--- config.mk ---
export PLATFORM = sky130hd
export DESIGN_NAME = bresenham_line_rasterizer_core_flat
export DESIGN_NICKNAME = d
export VERILOG_FILES = /design/src/rtl/blr_pkg.sv /design/src/rtl/blr_if.sv /design/src/rtl/blr_ctrl.sv /design/src/rtl/blr_datapath.sv /design/src/rtl/bresenham_line_rasterizer_core.sv /design/src/flat_wrapper.sv
export SDC_FILE = /design/constraint.sdc
export NUM_CORES = 1
export LEC_CHECK = 0
export BUFFER_PORTS_ARGS = -buffer_cell sky130_fd_sc_hd__buf_2
export CAP_MARGIN = 20
export CORE_MARGIN = 2
export CORE_UTILIZATION = 60
export DETAILED_ROUTE_END_ITERATION = 12
export PLACE_DENSITY = 0.91
export SYNTH_ARGS = -nofsm -noshare
export SYNTH_HDL_FRONTEND = slang
export SYNTH_SLANG_ARGS = --single-unit
--- constraint.sdc ---
create_clock -name clock -period 7.4 [get_ports clock]
set_clock_uncertainty 0.1 [all_clocks]
set_input_delay 1.11 -clock clock [delete_from_list [all_inputs] [get_ports clock]]
set_output_delay 1.11 -clock clock [all_outputs]
set_load 0.01 [all_outputs]
--- src/rtl/blr_pkg.sv ---
package blr_pkg;

   localparam int COORD_BITS_DEF = 6;
   localparam int COLOR_BITS = 32;

   // Commands from the controller to the datapath.
   typedef struct packed {
      logic capture;
      logic setup;
      logic advance;
   } blr_cmd_type;

   // Status from the datapath to the controller.
   typedef struct packed {
      logic last;
   } blr_sts_type;

endpackage

--- src/rtl/blr_if.sv ---
interface blr_req_if #(
   parameter int COORD_BITS = blr_pkg::COORD_BITS_DEF
);
   logic                              valid;
   logic                              ready;
   logic signed [COORD_BITS-1:0]      start_x;
   logic signed [COORD_BITS-1:0]      start_y;
   logic signed [COORD_BITS-1:0]      end_x;
   logic signed [COORD_BITS-1:0]      end_y;
   logic [blr_pkg::COLOR_BITS-1:0]    line_color;

   modport source (
      output valid, start_x, start_y, end_x, end_y, line_color,
      input  ready
   );
   modport sink (
      input  valid, start_x, start_y, end_x, end_y, line_color,
      output ready
   );
endinterface

interface blr_rsp_if #(
   parameter int COORD_BITS = blr_pkg::COORD_BITS_DEF
);
   logic                              valid;
   logic                              ready;
   logic signed [COORD_BITS-1:0]      pixel_x;
   logic signed [COORD_BITS-1:0]      pixel_y;
   logic [blr_pkg::COLOR_BITS-1:0]    pixel_color;
   logic                              last_pixel;

   modport source (
      output valid, pixel_x, pixel_y, pixel_color, last_pixel,
      input  ready
   );
   modport sink (
      input  valid, pixel_x, pixel_y, pixel_color, last_pixel,
      output ready
   );
endinterface

--- src/rtl/blr_ctrl.sv ---
module blr_ctrl (
   input  logic                 clock,
   input  logic                 reset,
   input  logic                 req_valid,
   output logic                 req_ready,
   output logic                 rsp_valid,
   input  logic                 rsp_ready,
   output blr_pkg::blr_cmd_type cmd,
   input  blr_pkg::blr_sts_type sts
);
   import blr_pkg::*;

   localparam logic [1:0] ST_IDLE  = 2'd0;
   localparam logic [1:0] ST_SETUP = 2'd1;
   localparam logic [1:0] ST_RUN   = 2'd2;

   logic [1:0] state_ff;
   logic [1:0] state_in;

   assign req_ready   = (state_ff == ST_IDLE);
   assign rsp_valid   = (state_ff == ST_RUN);
   assign cmd.capture = req_valid && req_ready;
   assign cmd.setup   = (state_ff == ST_SETUP);
   assign cmd.advance = rsp_valid && rsp_ready;

   always_comb begin
      state_in = state_ff;
      unique case (state_ff)
         ST_IDLE: begin
            if (cmd.capture) state_in = ST_SETUP;
         end
         ST_SETUP: begin
            state_in = ST_RUN;
         end
         ST_RUN: begin
            if (cmd.advance && sts.last) state_in = ST_IDLE;
         end
         default: begin
            state_in = ST_IDLE;
         end
      endcase
   end

   always_ff @(posedge clock) begin
      if (reset) begin
         state_ff <= ST_IDLE;
      end else begin
         state_ff <= state_in;
      end
   end

endmodule

--- src/rtl/blr_datapath.sv ---
module blr_datapath #(
   parameter int COORD_BITS = blr_pkg::COORD_BITS_DEF
) (
   input  logic                             clock,
   input  blr_pkg::blr_cmd_type             cmd,
   output blr_pkg::blr_sts_type             sts,
   input  logic [COORD_BITS-1:0]            start_x,
   input  logic [COORD_BITS-1:0]            start_y,
   input  logic [COORD_BITS-1:0]            end_x,
   input  logic [COORD_BITS-1:0]            end_y,
   input  logic [blr_pkg::COLOR_BITS-1:0]   line_color,
   output logic [COORD_BITS-1:0]            pixel_x,
   output logic [COORD_BITS-1:0]            pixel_y,
   output logic [blr_pkg::COLOR_BITS-1:0]   pixel_color,
   output logic                             last_pixel
);
   import blr_pkg::*;

   localparam int C = COORD_BITS;

   // Captured request.
   logic [C-1:0]          ax_ff, ay_ff, bx_ff, by_ff;
   logic [COLOR_BITS-1:0] color_ff;

   // Walk state.
   logic [C-1:0] major_ff, major_in;
   logic [C-1:0] minor_ff, minor_in;
   logic [C-1:0] major_end_ff, major_end_in;
   logic [C-1:0] d_major_ff, d_major_in;
   logic [C-1:0] d_minor_ff, d_minor_in;
   logic [C:0]   err_ff, err_in;
   logic         step_up_ff, step_up_in;
   logic         steep_ff, steep_in;

   // Setup arithmetic, all deltas C+1 bits two's complement.
   logic [C:0] dx, dy, mag_dx, mag_dy, maj_delta, min_delta, mag_maj, mag_min;
   logic       swap_ends;
   logic [C:0] err_dec, err_fix;

   always_comb begin
      dx        = {bx_ff[C-1], bx_ff} - {ax_ff[C-1], ax_ff};
      dy        = {by_ff[C-1], by_ff} - {ay_ff[C-1], ay_ff};
      mag_dx    = dx[C] ? (~dx + 1'b1) : dx;
      mag_dy    = dy[C] ? (~dy + 1'b1) : dy;
      steep_in  = (mag_dy > mag_dx);
      maj_delta = steep_in ? dy : dx;
      min_delta = steep_in ? dx : dy;
      mag_maj   = steep_in ? mag_dy : mag_dx;
      mag_min   = steep_in ? mag_dx : mag_dy;
      // A falling major delta means the endpoints are walked from the far end.
      swap_ends = maj_delta[C];
      d_major_in = mag_maj[C-1:0];
      d_minor_in = mag_min[C-1:0];
      step_up_in = (min_delta != '0) && (min_delta[C] == swap_ends);
      if (swap_ends) begin
         major_end_in = steep_in ? ay_ff : ax_ff;
      end else begin
         major_end_in = steep_in ? by_ff : bx_ff;
      end

      // One Bresenham step.
      err_dec = err_ff - {1'b0, d_minor_ff};
      err_fix = err_dec + {1'b0, d_major_ff};

      if (cmd.setup) begin
         if (swap_ends) begin
            major_in = steep_in ? by_ff : bx_ff;
            minor_in = steep_in ? bx_ff : by_ff;
         end else begin
            major_in = steep_in ? ay_ff : ax_ff;
            minor_in = steep_in ? ax_ff : ay_ff;
         end
         err_in = {2'b00, d_major_in[C-1:1]};
      end else begin
         major_in = major_ff + C'(1);
         if (err_dec[C]) begin
            minor_in = step_up_ff ? (minor_ff + C'(1)) : (minor_ff - C'(1));
            err_in   = err_fix;
         end else begin
            minor_in = minor_ff;
            err_in   = err_dec;
         end
      end
   end

   always_ff @(posedge clock) begin
      if (cmd.capture) begin
         ax_ff    <= start_x;
         ay_ff    <= start_y;
         bx_ff    <= end_x;
         by_ff    <= end_y;
         color_ff <= line_color;
      end
      if (cmd.setup) begin
         steep_ff     <= steep_in;
         major_end_ff <= major_end_in;
         d_major_ff   <= d_major_in;
         d_minor_ff   <= d_minor_in;
         step_up_ff   <= step_up_in;
      end
      if (cmd.setup || cmd.advance) begin
         major_ff <= major_in;
         minor_ff <= minor_in;
         err_ff   <= err_in;
      end
   end

   assign sts.last    = (major_ff == major_end_ff);
   assign last_pixel  = sts.last;
   assign pixel_x     = steep_ff ? minor_ff : major_ff;
   assign pixel_y     = steep_ff ? major_ff : minor_ff;
   assign pixel_color = color_ff;

endmodule

--- src/rtl/bresenham_line_rasterizer_core.sv ---
// After a request is accepted, the setup state comes before the first pixel is offered.
// A line has N pixels, N = max(|dx|, |dy|) + 1. The single error-update loop emits one pixel
// a cycle while pixels are taken at once; a pixel is held while the receiver is not ready.
// A new request is taken only after the last pixel of the previous line is taken.
// Reset is synchronous and active high; it returns the controller to idle and drops any line.
module bresenham_line_rasterizer_core #(
   parameter int COORD_BITS = blr_pkg::COORD_BITS_DEF
) (
   input  logic      clock,
   input  logic      reset,
   blr_req_if.sink   req_if,
   blr_rsp_if.source rsp_if
);
   import blr_pkg::*;

   blr_cmd_type cmd;
   blr_sts_type sts;

   blr_ctrl u_ctrl (
      .clock     (clock),
      .reset     (reset),
      .req_valid (req_if.valid),
      .req_ready (req_if.ready),
      .rsp_valid (rsp_if.valid),
      .rsp_ready (rsp_if.ready),
      .cmd       (cmd),
      .sts       (sts)
   );

   blr_datapath #(
      .COORD_BITS (COORD_BITS)
   ) u_datapath (
      .clock       (clock),
      .cmd         (cmd),
      .sts         (sts),
      .start_x     (req_if.start_x),
      .start_y     (req_if.start_y),
      .end_x       (req_if.end_x),
      .end_y       (req_if.end_y),
      .line_color  (req_if.line_color),
      .pixel_x     (rsp_if.pixel_x),
      .pixel_y     (rsp_if.pixel_y),
      .pixel_color (rsp_if.pixel_color),
      .last_pixel  (rsp_if.last_pixel)
   );

`ifndef SYNTH
   // An accepted request leads to its first pixel after the setup cycle.
   a_first_pixel: assert property (@(posedge clock) disable iff (reset)
      (req_if.valid && req_if.ready) |-> ##2 rsp_if.valid)
      else $error("first pixel not offered two cycles after request");

   // A line keeps producing pixels until its last one is taken.
   a_line_continues: assert property (@(posedge clock) disable iff (reset)
      (rsp_if.valid && rsp_if.ready && !rsp_if.last_pixel) |=> rsp_if.valid)
      else $error("line ended before its last pixel");

   // No request is taken while a line is being emitted.
   a_one_line: assert property (@(posedge clock) disable iff (reset)
      rsp_if.valid |-> !req_if.ready)
      else $error("request accepted during a line");

   // After the last pixel is taken the block is ready for a new request.
   a_back_to_idle: assert property (@(posedge clock) disable iff (reset)
      (rsp_if.valid && rsp_if.ready && rsp_if.last_pixel) |=> req_if.ready)
      else $error("block not idle after last pixel");
`endif

endmodule

--- src/flat_wrapper.sv ---
// flat-port wrapper written by rule: the top's interface ports become plain ports
module bresenham_line_rasterizer_core_flat import blr_pkg::*;
#(
   parameter int COORD_BITS = blr_pkg::COORD_BITS_DEF
)
  (clock, reset, req_if_valid, req_if_start_x, req_if_start_y, req_if_end_x, req_if_end_y, req_if_line_color, req_if_ready, rsp_if_valid, rsp_if_pixel_x, rsp_if_pixel_y, rsp_if_pixel_color, rsp_if_last_pixel, rsp_if_ready);
  blr_req_if #(.COORD_BITS(COORD_BITS)) req_if_i ();
  blr_rsp_if #(.COORD_BITS(COORD_BITS)) rsp_if_i ();
  input  logic clock;
  input  logic reset;
  input wire logic [$bits(req_if_i.valid)-1:0] req_if_valid;
  input wire logic [$bits(req_if_i.start_x)-1:0] req_if_start_x;
  input wire logic [$bits(req_if_i.start_y)-1:0] req_if_start_y;
  input wire logic [$bits(req_if_i.end_x)-1:0] req_if_end_x;
  input wire logic [$bits(req_if_i.end_y)-1:0] req_if_end_y;
  input wire logic [$bits(req_if_i.line_color)-1:0] req_if_line_color;
  output wire logic [$bits(req_if_i.ready)-1:0] req_if_ready;
  output wire logic [$bits(rsp_if_i.valid)-1:0] rsp_if_valid;
  output wire logic [$bits(rsp_if_i.pixel_x)-1:0] rsp_if_pixel_x;
  output wire logic [$bits(rsp_if_i.pixel_y)-1:0] rsp_if_pixel_y;
  output wire logic [$bits(rsp_if_i.pixel_color)-1:0] rsp_if_pixel_color;
  output wire logic [$bits(rsp_if_i.last_pixel)-1:0] rsp_if_last_pixel;
  input wire logic [$bits(rsp_if_i.ready)-1:0] rsp_if_ready;
  assign req_if_i.valid = req_if_valid;
  assign req_if_i.start_x = req_if_start_x;
  assign req_if_i.start_y = req_if_start_y;
  assign req_if_i.end_x = req_if_end_x;
  assign req_if_i.end_y = req_if_end_y;
  assign req_if_i.line_color = req_if_line_color;
  assign req_if_ready = req_if_i.ready;
  assign rsp_if_valid = rsp_if_i.valid;
  assign rsp_if_pixel_x = rsp_if_i.pixel_x;
  assign rsp_if_pixel_y = rsp_if_i.pixel_y;
  assign rsp_if_pixel_color = rsp_if_i.pixel_color;
  assign rsp_if_last_pixel = rsp_if_i.last_pixel;
  assign rsp_if_i.ready = rsp_if_ready;
  bresenham_line_rasterizer_core #(.COORD_BITS(COORD_BITS)) u_core (.clock(clock), .reset(reset), .req_if(req_if_i), .rsp_if(rsp_if_i));
endmodule
* Yosys cells after proc, flatten, opt, wreduce, memory -nomap -nowiden
Cells that the tools add are included.
** Word-level totals
- Logic and storage cells :: 70
- Output and inout bits :: 47
- Bits of input ports :: 60
- Flip-flop bits (word level) :: 97
** Operators by class
- Order comparisons :: 1
- Equality and inequality tests :: 6
- Multiplexer cells :: 24
- Reduce and logical (&&, ||, !) cells :: 11
- Add/sub/neg operators :: 9
- Bitwise operators :: 3
** Operators with widths (number)
- $mux W6 :: 16
- $mux W7 :: 4
- $add A7 B1 Y7 const B :: 2
- $not A7 Y7 :: 2
- $sub A6 B6 Y7 :: 2
- $add A6 B1 Y6 const B :: 2
- $add A7 B6 Y7 :: 1
- $gt A7 B7 Y1 :: 1
- $reduce_bool A7 Y1 :: 1
- $sub A7 B6 Y7 :: 1
- $eq A6 B6 Y1 :: 1
- $pmux W2 S3 :: 1
- $sub A6 B1 Y6 const B :: 1
- $mux W5 :: 1
- $logic_and A1 B1 Y1 :: 4
- $mux W2 :: 2
- $ne A2 B1 Y1 const B :: 2
- $reduce_and A2 Y1 :: 2
- $eq A2 B1 Y1 const B :: 1
- $eq A2 B2 Y1 const B :: 1
- $logic_not A2 Y1 :: 1
- $reduce_bool A2 Y1 :: 1
- $reduce_or A2 Y1 :: 1
- $eq A1 B1 Y1 :: 1
- 2 further kinds :: 2

* Depth between registers and ports, before layout
- Depth in word-level cells :: 8
- Mapped depth :: 19
- Gate-level depth less buffers :: 16

* Modules after synthesis
Synthesis repeated with hierarchy kept, for this count alone.
** Unflattened totals
- Cells, all modules :: 481
- Area, all modules :: 5871.9 sq um
** Modules (own cells, without submodules)
- blr_datapath :: cells each 470, times used 1, area each 5774.3 sq um, sequential area each 2852.7 sq um
- blr_ctrl :: cells each 11, times used 1, area each 97.6 sq um, sequential area each 40.0 sq um

* Least setup slack after synthesis
No wires, ideal clock.
- Path type :: register to register
- From :: reg u_core.u_datapath.ax_ff[0]
- To :: reg u_core.u_datapath.minor_ff[3] (data pin)
- Library setup time :: 256 ps
- Period minus slack after synthesis :: 4195 ps
- Cell stages (with the launch flop) :: 17
- Arrival :: 3839 ps
- Slack :: 3205 ps
- Path buffers :: 2
- Data required time :: 7044 ps
- Cells stage by stage :: edfxtp_1 ha_1 fa_1 nand2b_1 a211o_1 nor4_1 o32ai_1 or4_1 ha_1 nand4_1 a21oi_1 o22a_1 buf_4 mux2i_4 buf_6 nand2_1 a31o_2
** On the way
- Cells in the longest elaborated chain, start to end :: 8
- Elaborated cells on any way between the ends :: 10
- Classes of those cells :: add/sub: 2; order compare: 1; mux: 6; bitwise: 1
** RTL lines
- from (decl) :: line blr_datapath.sv:22 : logic [C-1:0] ax_ff, ay_ff, bx_ff, by_ff;
- from (signal assigned) :: line blr_datapath.sv:88 : ax_ff <= start_x;
- $sub A6 B6 Y7 * :: line blr_datapath.sv:41 : dx = {bx_ff[C-1], bx_ff} - {ax_ff[C-1], ax_ff};
- $not A7 Y7 :: line blr_datapath.sv:43 : mag_dx = dx[C] ? (~dx + 1'b1) : dx;
- $add A7 B1 Y7 :: line blr_datapath.sv:43
- $mux W7 :: line blr_datapath.sv:43
- $gt A7 B7 Y1 :: line blr_datapath.sv:45 : steep_in = (mag_dy > mag_dx);
- $mux W6, or another cell as far along :: line blr_datapath.sv:71 : minor_in = steep_in ? ax_ff : ay_ff;
- $mux W6 * :: line blr_datapath.sv:66 : if (swap_ends) begin
- $mux W6 * :: line blr_datapath.sv:65 : if (cmd.setup) begin
- net u_core.u_datapath.minor_in[3] :: line blr_datapath.sv:27 : logic [C-1:0] minor_ff, minor_in;
- to (signal assigned) :: line blr_datapath.sv:103 : minor_ff <= minor_in;
- to (decl) :: line blr_datapath.sv:27
The timed path passes the listed nets; every way through them passes the cells marked *.
A chain may end at the register's enable or synchronous reset.

* Worst setup path after layout
- From :: reg u_core.u_datapath.ax_ff[0]
- To :: reg u_core.u_datapath.minor_ff[0] (data pin)
** On the way
- Cells in the longest elaborated chain, start to end :: 8
- Elaborated cells on any way between the ends :: 10
- Classes of those cells :: add/sub: 2; order compare: 1; mux: 6; bitwise: 1
** RTL lines (line)
- $sub A6 B6 Y7 :: blr_datapath.sv:41
- $not A7 Y7 :: blr_datapath.sv:43
- $add A7 B1 Y7 :: blr_datapath.sv:43
- $mux W7 :: blr_datapath.sv:43
- $gt A7 B7 Y1 :: blr_datapath.sv:45
- $mux W6, or another cell as far along :: blr_datapath.sv:71
- $mux W6 * :: blr_datapath.sv:66
- $mux W6 * :: blr_datapath.sv:65
- net u_core.u_datapath.minor_in[0] :: blr_datapath.sv:27
Marked as above.

==> metrics.cfg <==
[floorplan]
core-area_sq_um=9240
io_pins=107
die_w_um=102
rows=35
die_area_sq_um=10300
dieHeight_um=102
initial_utilization=0.617

[timing]
tightestPinTransition_ns=0.723
rsz0062_at_grt=no
setup_tns_ns=0
post-route-period-util=0.676
max-slew-margin-rel=0.508
min_period_ns=5.00
hold_viol=0
fmax_mhz=200
setup-violations-final=0
finalMaxSlewViolations=0
whs_ns=0.566
setup_slack_ns=2.40

[cells_and_area]
final_common_cell=buf_2
syn_to_final_growth_pct=15.1
n_antenna_cell=0
instances_no_fill=710
nNetsFinal=679
layout_common_cells=106 x buf_2, 95 x edfxtp_1, 42 x inv_1
drive_above_1_share=0.267
fin_util=0.711

[detailed_routing]
routed_wl_um=13000
routed_via_density=5.93
drt-pass1-iter-count=5
drc=0
detail_route.iter0.violations=388
drtAntennaViolNets=0
routed-via-count=4207
routedWlPerCell_um=18.4

[power_and_ir_drop]
cellInternalPower_mw=1.41
switchingPower_uw=969
cellPowerDensity_nw_per_um2=363
switching_share=0.407
ir_worst_vdd_v=0.000266
power_frac_comb=0.523
p_leak_nw=2.74
power.share.clock=0.146
seqPwrFrac=0.330

[global_routing]
antenna_found_initial=0
grt_pass1_wl_um=20400
grt_pass1_vias=4298
track_usage=0.261
grt_max_degree=58
grt_overflow=0

[logic_synthesis]
syn-cell-area_sq_um=5710
avgSynthCellArea_sq_um=12.2
synth_seq_area_share=0.507
yosys_register_bits=97
yosys_warnings=0
synth_edf_count=95
ys_async_sr_fraction=0
ys_dominant_reg_cell=edfxtp_1
synth.distinct_cells=57
syn-instance-count=469
synth_nets=572

[setup_path]
cp_cell_sequence=ha_1, fa_1, nand2b_1, a211o_1, nor4_1, o32ai_1, or4_1, ha_1, nand4_1, a21oi_1, o22a_1, buf_4, mux2_2, o221ai_1, mux2i_1
cpLargestDelayFamily=compound AO/OA/AOI/OAI gates
cp_slowest_cell=or4_1
cp-start-kind=flop
cp_data_required_time_ns=7.42
cp_max_fo=36
worst-path-buf-inv=1
critical_path_arrival_ns=5.03
crit_path_max_incr_delay_ns=0.49
path_class=flop to flop
end_kind=flop
crit_top_cell=ha_1

[job]
maxCapViolCount=0

[cts]
postCtsSetupBuffers=0
ctsHoldBuffers=0
clockBufferDepth=2
clk_pin_slew_ns=0.11
h-tree-depth=3
root_buffer=clkbuf_8
numCtsBuffers=9
clk_latency_ns=0.37
cts_tree=built
cts_resized=0
cts_sinks=97

[placement]
gp_congestion=0.896
portBuffers=106
dp_hpwl_um=9970
dp.cells=694
place_ws_ns=2.58

[outcome]
outcome=finished, final reports clean

[hold_path]
hold_class=flop to flop

## power by group through the flow
| stage | clock, mW | combinational (mW) | sequential (mW) |
|---|---|---|---|
| global route | 0.367 | 1.35 | 0.795 |
| detailed placement | 0 | 1.21 | 0.800 |
| CTS | 0.348 | 1.22 | 0.787 |
| floorplan | 0 | 0.957 | 0.788 |
| global placement | 0 | 1.14 | 0.793 |
| finish | 0.348 | 1.25 | 0.788 |
## per-layer routing
layer	GRT usage	part of all wire
met2	0.459	0.50
met4	0.0811	0.022
met5	0	0
met1	0.314	0.39
met3	0.0697	0.085
## final cells by class
cell class	instances	area (sq um)
sequential	97	2890
fill	626	2670
multi-input combinational	317	2580
timing repair buffer	109	573
tap	129	161
inverter	42	158
clock buffer	9	124
clock inverter	7	81.3
## Yosys cell counts (all sizes together), types with 3 or more instances
cell type  count  share of area
a211oi         4         0.0053
a21boi         3         0.0039
a21oi         20          0.018
a22oi          4         0.0053
a31o           3         0.0046
a31oi          3         0.0070
and2           3         0.0033
buf           10          0.012
clkbuf         3         0.0020
edfxtp        95           0.50
fa             5          0.018
ha            38          0.083
inv           42          0.028
mux2          20          0.039
mux2i         41          0.076
nand2         26          0.017
nand2b         3         0.0033
nand3          5         0.0044
nand3b         3         0.0039
nor2          24          0.016
nor2b         10          0.011
nor3          12          0.011
nor4           3         0.0033
o21ai         13          0.011
o21bai         4         0.0053
o221ai         6         0.0092
o31ai          4         0.0053
or3            4         0.0044
xnor2         21          0.032
xor2          11          0.017
## state kept, by name, indices dropped and copies added, names as in the netlist
register / cells
u_core.u_datapath.ay_ff: 6
u_core.u_datapath.d_major_ff: 6
u_core.u_datapath.major_ff: 6
u_core.u_datapath.d_minor_ff: 6
u_core.u_datapath.by_ff: 6
u_core.u_ctrl.state_ff: 2
u_core.u_datapath.step_up_ff: 1
u_core.u_datapath.major_end_ff: 6
u_core.u_datapath.pixel_color: 32
u_core.u_datapath.bx_ff: 6
u_core.u_datapath.minor_ff: 6
u_core.u_datapath.steep_ff: 1
u_core.u_datapath.err_ff: 7
u_core.u_datapath.ax_ff: 6
## path summary, 6_finish.rpt
check / start / to / slack (ns) / cells after the start
worst min-delay path: u_core.u_ctrl.state_ff[0] / u_core.u_ctrl.state_ff[1] / 0.57 / 3
worst max register to register: u_core.u_datapath.ax_ff[0] / u_core.u_datapath.minor_ff[0] / 2.40 / 15
worst min register to register: u_core.u_ctrl.state_ff[0] / u_core.u_ctrl.state_ff[1] / 0.57 / 3
worst max-delay path: u_core.u_datapath.ax_ff[0] / u_core.u_datapath.minor_ff[0] / 2.40 / 15
## worst register-to-register path, delay by kind of cell (launching register included)
kind / cells / cell delay [ns]
adder cells (fa/ha/maj): 3 / 0.97
AND/OR/NAND/NOR: 4 / 1.04
multiplexers: 2 / 0.55
flip-flops: 1 / 0.45
AO/OA/AOI/OAI: 5 / 1.19
buffers and inverters: 1 / 0.44
## cells by family (layout without fill, tap and decap cells)
family	after synthesis	after routing	synth area share
compound gates	79	79	0.0978
mux	61	61	0.116
fa+ha+maj	43	43	0.101
flops	97	97	0.507
simple gates	102	102	0.0882
buf+inv	55	167	0.0412
xor+xnor	32	32	0.0491
## metrics by stage
stage | instance area, sq um | total power [mW]
5_1_grt | 6570 | 2.52
3_3_place_gp | 6340 | 1.93
3_5_place_dp | 6360 | 2.01
4_1_cts | 6570 | 2.36
2_1_floorplan | 5710 | 1.75
6_report | 6570 | 2.38
Power figures use the tool's default switching activity.
